===== config.mk =====
export PLATFORM = sky130hd
export DESIGN_NAME = debounced_button_edge_latch_top
export DESIGN_NICKNAME = d
export VERILOG_FILES = /design/src/hw/rtl/dbel_pkg.sv /design/src/hw/rtl/dbel_front.sv /design/src/hw/rtl/dbel_queue.sv /design/src/hw/rtl/dbel_back.sv /design/src/hw/rtl/debounced_button_edge_latch_top.sv
export SDC_FILE = /design/constraint.sdc
export NUM_CORES = 1
export LEC_CHECK = 0
export ABC_AREA = 1
export BUFFER_PORTS_ARGS = -buffer_cell sky130_fd_sc_hd__buf_2
export CORE_ASPECT_RATIO = 1.75
export CORE_MARGIN = 2
export CORE_UTILIZATION = 56
export CTS_BUF_LIST = sky130_fd_sc_hd__clkbuf_16
export CTS_CLUSTER_SIZE = 25
export DETAILED_ROUTE_END_ITERATION = 8
export GPL_TIMING_DRIVEN = 1
export HOLD_SLACK_MARGIN = 0.06
export PLACE_DENSITY = 0.82
export SLEW_MARGIN = 20
export SYNTH_ARGS = -nofsm -noshare
export SYNTH_HDL_FRONTEND = slang
export SYNTH_SLANG_ARGS = --single-unit

===== constraint.sdc =====
create_clock -name clk -period 4.33 [get_ports clk]
set_input_delay 0.2165 -clock clk [delete_from_list [all_inputs] [get_ports clk]]
set_output_delay 0.2165 -clock clk [all_outputs]
set_load 0.01 [all_outputs]

===== src/hw/rtl/dbel_pkg.sv =====
// Package with the shared types, codes and sizes of the debounced button edge latch.
`timescale 1ns / 1ps

package dbel_pkg;

  // Field widths of the input and result beats
  localparam int ACT_W  = 3;
  localparam int BTN_W  = 32;
  localparam int IDX_W  = 5;
  localparam int PIN_W  = 5;
  localparam int THR_W  = 16;
  localparam int CNT_W  = 16;

  // Logical to physical pin table
  localparam int MAP_DEPTH = 32;
  localparam int MAP_AW    = (MAP_DEPTH > 1) ? $clog2(MAP_DEPTH) : 1;

  // Queue between front and back
  localparam int QUEUE_DEPTH = 2;
  localparam int QUEUE_AW    = 1;

  // Stream payload widths, padded to whole bytes
  localparam int IN_FIELDS_W  = BTN_W + IDX_W + PIN_W;
  localparam int IN_TDATA_W   = ((IN_FIELDS_W + 7) / 8) * 8;
  localparam int IN_TUSER_W   = 8;
  localparam int OUT_FIELDS_W = 2 + BTN_W;
  localparam int OUT_TDATA_W  = ((OUT_FIELDS_W + 7) / 8) * 8;
  localparam int OUT_PAD_W    = OUT_TDATA_W - OUT_FIELDS_W;

  // Threshold value after reset
  localparam logic [THR_W-1:0] THR_RESET = THR_W'(5);

  // Action codes as they arrive on the input stream
  localparam logic [ACT_W-1:0] ACT_TICK    = 3'd0;
  localparam logic [ACT_W-1:0] ACT_SAMPLE  = 3'd1;
  localparam logic [ACT_W-1:0] ACT_FELL    = 3'd2;
  localparam logic [ACT_W-1:0] ACT_ROSE    = 3'd3;
  localparam logic [ACT_W-1:0] ACT_PRESSED = 3'd4;
  localparam logic [ACT_W-1:0] ACT_MAP     = 3'd5;

  // Operations after classification
  typedef enum logic [2:0] {
    OP_TICK,
    OP_SAMPLE,
    OP_FELL,
    OP_ROSE,
    OP_PRESSED,
    OP_MAP,
    OP_NONE
  } op_t;

  // One classified item as it travels through the queue
  typedef struct packed {
    op_t              op;
    logic             idx_ok;
    logic [IDX_W-1:0] idx;
    logic [PIN_W-1:0] pin;
    logic [BTN_W-1:0] raw;
  } item_t;

  // One result beat
  typedef struct packed {
    logic [BTN_W-1:0] state;
    logic             taken;
    logic             answer;
  } res_t;

endpackage


===== src/hw/rtl/dbel_front.sv =====
// Front end: unpacks an input beat and classifies it into an operation.
`timescale 1ns / 1ps

module dbel_front
  import dbel_pkg::*;
(
  input  logic [IN_TDATA_W-1:0] in_tdata,
  input  logic [IN_TUSER_W-1:0] in_tuser,
  output item_t                 item
);

  logic [ACT_W-1:0] action;

  assign action = in_tuser[ACT_W-1:0];

  // Field unpacking, index range check and action decode; unused codes become a no-operation
  always_comb begin
    item.raw    = in_tdata[BTN_W-1:0];
    item.idx    = in_tdata[BTN_W +: IDX_W];
    item.pin    = in_tdata[BTN_W+IDX_W +: PIN_W];
    item.idx_ok = (32'(item.idx) < MAP_DEPTH);
    case (action)
      ACT_TICK:    item.op = OP_TICK;
      ACT_SAMPLE:  item.op = OP_SAMPLE;
      ACT_FELL:    item.op = OP_FELL;
      ACT_ROSE:    item.op = OP_ROSE;
      ACT_PRESSED: item.op = OP_PRESSED;
      ACT_MAP:     item.op = OP_MAP;
      default:     item.op = OP_NONE;
    endcase
  end

endmodule


===== src/hw/rtl/dbel_queue.sv =====
// Two-entry queue that decouples the front end from the back end.
`timescale 1ns / 1ps

module dbel_queue
  import dbel_pkg::*;
(
  input  logic  clk,
  input  logic  rst_n,
  input  logic  push,
  input  item_t push_item,
  output logic  full,
  input  logic  pop,
  output logic  not_empty,
  output item_t pop_item
);

  item_t                slot_r [QUEUE_DEPTH];
  logic [QUEUE_AW-1:0]  wr_ptr_r, wr_ptr_nxt;
  logic [QUEUE_AW-1:0]  rd_ptr_r, rd_ptr_nxt;
  logic [QUEUE_AW:0]    count_r, count_nxt;

  assign full      = (count_r == (QUEUE_AW+1)'(QUEUE_DEPTH));
  assign not_empty = (count_r != '0);
  assign pop_item  = slot_r[rd_ptr_r];

  // Pointer and fill count update
  always_comb begin
    wr_ptr_nxt = push ? wr_ptr_r + 1'b1 : wr_ptr_r;
    rd_ptr_nxt = pop  ? rd_ptr_r + 1'b1 : rd_ptr_r;
    count_nxt  = count_r;
    if (push && !pop) begin
      count_nxt = count_r + 1'b1;
    end else if (pop && !push) begin
      count_nxt = count_r - 1'b1;
    end
  end

  always_ff @(posedge clk) begin
    if (!rst_n) begin
      wr_ptr_r <= '0;
      rd_ptr_r <= '0;
      count_r  <= '0;
    end else begin
      wr_ptr_r <= wr_ptr_nxt;
      rd_ptr_r <= rd_ptr_nxt;
      count_r  <= count_nxt;
    end
  end

  // Slot storage needs no reset
  always_ff @(posedge clk) begin
    if (push) begin
      slot_r[wr_ptr_r] <= push_item;
    end
  end

endmodule


===== src/hw/rtl/dbel_back.sv =====
// Back end: debounce state, edge latches, pin table and the result register.
`timescale 1ns / 1ps

module dbel_back
  import dbel_pkg::*;
(
  input  logic             clk,
  input  logic             rst_n,
  input  logic [THR_W-1:0] threshold,
  input  logic             item_valid,
  input  item_t            item,
  output logic             pop,
  output logic             res_valid,
  input  logic             res_ready,
  output res_t             res
);

  logic [BTN_W-1:0] pressed_r, pressed_nxt;
  logic [BTN_W-1:0] fell_r, fell_nxt;
  logic [BTN_W-1:0] rose_r, rose_nxt;
  logic [CNT_W-1:0] count_r, count_nxt;
  logic [PIN_W-1:0] map_r [MAP_DEPTH];
  logic             res_valid_r, res_valid_nxt;
  res_t             res_r, res_nxt;

  logic [PIN_W-1:0] pin_sel;
  logic [BTN_W-1:0] mask;
  logic [BTN_W-1:0] now_bits;
  logic             map_we;

  // Take an item whenever the result register is free or being drained
  assign pop       = item_valid && (!res_valid_r || res_ready);
  assign res_valid = res_valid_r;
  assign res       = res_r;

  assign pin_sel  = item.idx_ok ? map_r[item.idx[MAP_AW-1:0]] : '0;
  assign mask     = BTN_W'(1) << pin_sel;
  assign now_bits = ~item.raw;
  assign map_we   = pop && (item.op == OP_MAP) && item.idx_ok;

  // Execute the operation at the head of the queue
  always_comb begin
    pressed_nxt    = pressed_r;
    fell_nxt       = fell_r;
    rose_nxt       = rose_r;
    count_nxt      = count_r;
    res_nxt.answer = 1'b0;
    res_nxt.taken  = 1'b0;
    case (item.op)
      OP_TICK: begin
        if (count_r != '1) begin
          count_nxt = count_r + 1'b1;
        end
      end
      OP_SAMPLE: begin
        if (count_r > threshold) begin
          pressed_nxt   = now_bits;
          fell_nxt      = fell_r | (now_bits & ~pressed_r);
          rose_nxt      = rose_r | (~now_bits & pressed_r);
          res_nxt.taken = 1'b1;
          if (now_bits != pressed_r) begin
            count_nxt = '0;
          end
        end
      end
      OP_FELL: begin
        if (item.idx_ok && ((fell_r & mask) != '0)) begin
          fell_nxt       = fell_r & ~mask;
          res_nxt.answer = 1'b1;
        end
      end
      OP_ROSE: begin
        if (item.idx_ok && ((rose_r & mask) != '0)) begin
          rose_nxt       = rose_r & ~mask;
          res_nxt.answer = 1'b1;
        end
      end
      OP_PRESSED: begin
        res_nxt.answer = item.idx_ok && ((pressed_r & mask) != '0);
      end
      default: begin
      end
    endcase
    res_nxt.state = pressed_nxt;
  end

  // Result register handshake
  always_comb begin
    res_valid_nxt = res_valid_r;
    if (pop) begin
      res_valid_nxt = 1'b1;
    end else if (res_ready) begin
      res_valid_nxt = 1'b0;
    end
  end

  always_ff @(posedge clk) begin
    if (!rst_n) begin
      pressed_r   <= '0;
      fell_r      <= '0;
      rose_r      <= '0;
      count_r     <= '0;
      res_valid_r <= 1'b0;
    end else begin
      res_valid_r <= res_valid_nxt;
      if (pop) begin
        pressed_r <= pressed_nxt;
        fell_r    <= fell_nxt;
        rose_r    <= rose_nxt;
        count_r   <= count_nxt;
      end
    end
  end

  always_ff @(posedge clk) begin
    if (pop) begin
      res_r <= res_nxt;
    end
  end

  // Pin table, cleared to zero by reset
  always_ff @(posedge clk) begin
    if (!rst_n) begin
      for (int i = 0; i < MAP_DEPTH; i++) begin
        map_r[i] <= '0;
      end
    end else if (map_we) begin
      map_r[item.idx[MAP_AW-1:0]] <= item.pin;
    end
  end

endmodule


===== src/hw/rtl/debounced_button_edge_latch_top.sv =====
// Top level of the debounced button scanner with sticky edge latches.
//
//   channel  | direction | handshake             | payload
//   ---------+-----------+-----------------------+-------------------------------------
//   in_      | slave     | in_tvalid/in_tready   | tdata raw/index/pin, tuser action
//   out_     | master    | out_tvalid/out_tready | tdata answer/sample_taken/state
//   cfg_     | slave     | cfg_valid/cfg_ready   | cfg_data debounce threshold
//
// One beat per clock is sustained in both directions while out_tready is high; each
// input beat passes the queue and the result register to give one result beat. The
// back end executes one operation per cycle while the result register is free or
// being drained, reading the pin table once. Synchronous reset clears the state,
// the latches and the pin table. While out_tready is low the result holds and the
// queue fills, after which in_tready drops. The configuration port is always ready.
`timescale 1ns / 1ps

module debounced_button_edge_latch_top
  import dbel_pkg::*;
(
  input  logic                   clk,
  input  logic                   rst_n,
  // Input stream
  input  logic                   in_tvalid,
  output logic                   in_tready,
  input  logic [IN_TDATA_W-1:0]  in_tdata,   // raw_pins[31:0], map_index[36:32],
                                             // pin_number[41:37], zero pad
  input  logic [IN_TUSER_W-1:0]  in_tuser,   // action[2:0], zero pad
  // Result stream
  output logic                   out_tvalid,
  input  logic                   out_tready,
  output logic [OUT_TDATA_W-1:0] out_tdata,  // answer[0], sample_taken[1],
                                             // button_state[33:2], zero pad
  // Configuration
  input  logic                   cfg_valid,
  output logic                   cfg_ready,
  input  logic [THR_W-1:0]       cfg_data
);

  logic [THR_W-1:0] threshold_r;
  item_t            front_item;
  item_t            head_item;
  logic             q_full;
  logic             q_not_empty;
  logic             q_pop;
  res_t             res;

  assign in_tready = !q_full;
  assign cfg_ready = 1'b1;
  assign out_tdata = {{OUT_PAD_W{1'b0}}, res};

  // Debounce threshold register
  always_ff @(posedge clk) begin
    if (!rst_n) begin
      threshold_r <= THR_RESET;
    end else if (cfg_valid && cfg_ready) begin
      threshold_r <= cfg_data;
    end
  end

  dbel_front u_front (
    .in_tdata (in_tdata),
    .in_tuser (in_tuser),
    .item     (front_item)
  );

  dbel_queue u_queue (
    .clk       (clk),
    .rst_n     (rst_n),
    .push      (in_tvalid && in_tready),
    .push_item (front_item),
    .full      (q_full),
    .pop       (q_pop),
    .not_empty (q_not_empty),
    .pop_item  (head_item)
  );

  dbel_back u_back (
    .clk        (clk),
    .rst_n      (rst_n),
    .threshold  (threshold_r),
    .item_valid (q_not_empty),
    .item       (head_item),
    .pop        (q_pop),
    .res_valid  (out_tvalid),
    .res_ready  (out_tready),
    .res        (res)
  );

endmodule


==> flow_summary.toml <==
[run_status]
status = "finished clean"

[global_routing]
grt_max_degree = 85
grt_pass1_wl_um = 95070
grt_pass1_vias = 18290
grt_antenna_before_repair = 1
grt_overflow = 0
grt_use_total = 0.3166

[floorplan]
dieArea_um2 = 38910
die_w_um = 150.0
initial_core_util = 0.5679
fp.dieH_um = 259.5
core_um2 = 36770
rows = 93
num_io_pins = 120

[place]
routabilityCongestion = 1.021
dpl.hpwl_um = 41620
dp.cells = 2966
placement.io_buffers = 101

[clock_tree]
cts_setup_buffers = 0
path_clk_slew_ns = 0.07
cts_sinks = 418
cts_buffers = 39
cts-root-buf = "clkbuf_16"
cts_max_level = 2
worstSkewPairLatency_ns = 0.56
cts_buffer_depth = 3
cts_tree = "yes"

[critical_path]
worstSetupPathType = "flip-flop to flip-flop"
cp.required_ns = 4.78
start_kind = "flip-flop"
endpoint_kind = "flip-flop"
crit_fanout = 31
cp.arrival_ns = 4.57

[yosys]
yosysTopAreaCellShare = 0.4084
synth_cell_types = 47
synth_area_leaders = "edfxtp_1 (41%), dfxtp_1 (13%), nand2_1 (11%)"
synth_top_area_cell = "edfxtp_1"
synth_top_flop_cell = "edfxtp_1"
async_reset_ff_frac = 0
ys_ff_latch = 418
netlist_area_um2 = 20880
syn_inst = 2439
yosysWarnings = 0
seq_area_frac_synth = 0.5368
syn_area_per_cell_um2 = 8.562
synth_edf_count = 284

[routing]
drt_iter0_drc = 1773
dr_total_vias = 18180
viasPerCell = 5.859
routedWlPerCell_um = 19.92
drc = 0
ant_nets = 0
firstDrtPassIters = 8
wirelength_um = 61800

[timing]
period_share = 0.9525
hold_violations = 0
tns_ns = 0
relSlewSlack = 0.2691
worst_slew_pin_slew_ns = 1.096
hold_ws_ns = 0.1317
rsz0062_at_grt = "false"
setup_viol = 0
period_needed_ns = 4.124
fin_skew_ns = 0.02454
drv_slew = 0
max_freq_mhz = 242.5

[cells_and_area]
fill_cells = 2867
drive_above_1_share = 0.1339
seqCellArea_um2 = 11210
syn2layout_area_growth_pct = 15.36
multi_input_area_um2 = 8220
diodes = 0
post_layout_nonfiller_instances = 3103
nets = 2756

[pwr]
ir_drop_mv = 0.4604
p_seq_frac = 0.358
switching_share = 0.4046
p_leak_nw = 10.65
combinationalPowerShare = 0.395
p_int_mw = 8.744
p_total_mw = 14.69
power_density_nw_per_um2 = 609.6
clkPwrFrac = 0.247
switching_power_mw = 5.942

[min_path]
hold_path_class = "primary input to flip-flop"

[flow_run]
max_cap_viol_count = 0
==> cells in the final DEF, fill, tap and decap left out, types with 3 or more instances in the layout <==
master | Yosys | layout
a21oi_1 | 150 | 148
a22oi_1 | 5 | 5
buf_12 | 0 | 6
buf_2 | 23 | 101
buf_4 | 14 | 67
bufinv_16 | 0 | 6
clkbuf_16 | 0 | 40
clkinv_1 | 1 | 6
clkinv_2 | 0 | 4
clkinvlp_4 | 0 | 5
conb_1 | 2 | 7
dfxtp_1 | 134 | 133
dlygate4sd3_1 | 0 | 64
edfxtp_1 | 284 | 284
ha_1 | 82 | 82
inv_1 | 245 | 247
inv_2 | 7 | 10
mux2i_4 | 0 | 3
nand2_1 | 612 | 612
nand2_2 | 9 | 9
nand2_4 | 3 | 3
nand3_1 | 118 | 118
nand3_2 | 4 | 4
nand4_1 | 42 | 42
nor2_1 | 302 | 296
nor2_2 | 24 | 23
nor2_4 | 12 | 20
nor3_1 | 17 | 16
nor4_1 | 5 | 5
o21ai_0 | 142 | 142
o21ai_1 | 34 | 34
o22ai_1 | 15 | 15
or2_2 | 34 | 34
xor2_1 | 5 | 5
==> layout make-up <==
class | instances | share of cell area
inverter | 254 | 0.03968
sequential | 418 | 0.4654
multi-input combinational | 1646 | 0.3412
tap | 475 | 0.02467
timing repair buffer | 238 | 0.07344
clock buffer | 40 | 0.04155
clock inverter | 32 | 0.01397
==> cells in the mapped netlist (2+ instances only) <==
library cell / n
a211oi_1: 2
a21o_1: 2
a21oi_1: 150
a22oi_1: 5
and3_1: 2
buf_1: 5
buf_2: 23
buf_4: 14
buf_6: 11
clkbuf_1: 74
conb_1: 2
dfxtp_1: 134
edfxtp_1: 284
ha_1: 82
inv_1: 245
inv_2: 7
mux2i_1: 5
nand2_1: 612
nand2_2: 9
nand2_4: 3
nand3_1: 118
nand3_2: 4
nand4_1: 42
nor2_1: 302
nor2_2: 24
nor2_4: 12
nor3_1: 17
nor4_1: 5
o21ai_0: 142
o21ai_1: 34
o22ai_1: 15
or2_2: 34
xor2_1: 5
==> kinds of logic (layout without fill, tap and decap cells) <==
| logic type | after synthesis | count (layout) | share of synthesized area |
|---|---|---|---|
| AO/OA/AOI/OAI | 357 | 357 | 0.08898 |
| XOR/XNOR | 5 | 5 | 0.002097 |
| adder cells (fa/ha/maj) | 82 | 82 | 0.04913 |
| buffers and inverters | 381 | 564 | 0.07645 |
| flip-flops | 418 | 418 | 0.5368 |
| multiplexers | 5 | 5 | 0.002397 |
| other | 2 | 7 | 0.0003596 |
| AND/OR/NAND/NOR | 1189 | 1190 | 0.2437 |
==> worst paths after layout <==
check / slack (ns) / startpoint / cells after the start / endpoint
hold / removal: 0.13 / in_tuser[0] / 2 / u_queue.slot_r[0][42]
setup reg to reg: 0.21 / flip-flop / 23 / u_back.rose_r[4]
hold reg to reg: 0.47 / u_queue.rd_ptr_r / 1 / flip-flop
setup / recovery: 0.21 / flip-flop / 23 / u_back.rose_r[4]
==> sequential cells by signal, indices dropped and copies added, names as in the netlist, named ones only <==
name              count
u_back.rose_r        32
u_queue.count_r       2
u_back.pressed_r     32
u_back.fell_r        32
u_queue.slot_r       90
u_back.count_r       16
u_back.map_r        160
u_back.res_valid      1
threshold_r          16
u_queue.wr_ptr_r      1
u_queue.rd_ptr_r      1
u_back.res           34
==> power by group through the flow <==
stage | registers (mW) | clock network, mW | logic, mW
after global placement | 5.29 | 0 | 5.35
final | 5.25 | 3.63 | 5.80
after floorplan | 5.30 | 0 | 3.53
after detailed placement | 5.32 | 0 | 5.51
after CTS | 5.24 | 3.65 | 5.61
after global routing | 5.29 | 3.79 | 6.27
==> what timing repair did <==
item / 4_1_cts / 5_1_grt
setup endpoints to repair: 0 / 57
endpoints found under the hold margin: 105 / 0
resized for setup: 0 / 7
hold buffers: 64 / 0
==> metal layers <==
metal  vias up  GRT usage  part of all wire
met3       371    0.05009             0.071
li1       8302          -                 -
met2      1012     0.5672              0.51
met4         2     0.2807              0.10
met5         -          0           0.00018
met1      8492     0.3079              0.31
==> stage by stage <==
step / area [um2] / util / setup slack, ns
floorplan: 20910 / - / 0.7780
global placement: 22070 / 0.6003 / 0.2943
detailed placement: 22070 / 0.6003 / 0.2565
CTS: 24050 / 0.6541 / 0.1936
global route: 24090 / 0.6551 / 0.009877
finish: 24090 / 0.6551 / 0.2058
==> critical path, cell delays in order (launching register included) <==
cell,delay (ns)
dfxtp_2,0.52
nand2_1,0.16
nand2_2,0.26
buf_12,0.23
buf_4,0.17
nand2_1,0.05
nand3_1,0.10
nand3_1,0.10
nand2_1,0.17
nor2_2,0.09
nand2_4,0.11
nand2_2,0.10
nor2_4,0.26
nand2_1,0.19
nor2_2,0.24
nand2_1,0.08
and3_1,0.18
nand3_1,0.25
nor2_1,0.10
nand2_2,0.11
nand2_2,0.05
buf_4,0.21
o21ai_1,0.17
inv_1,0.06
(Power assumes the default switching activity.)
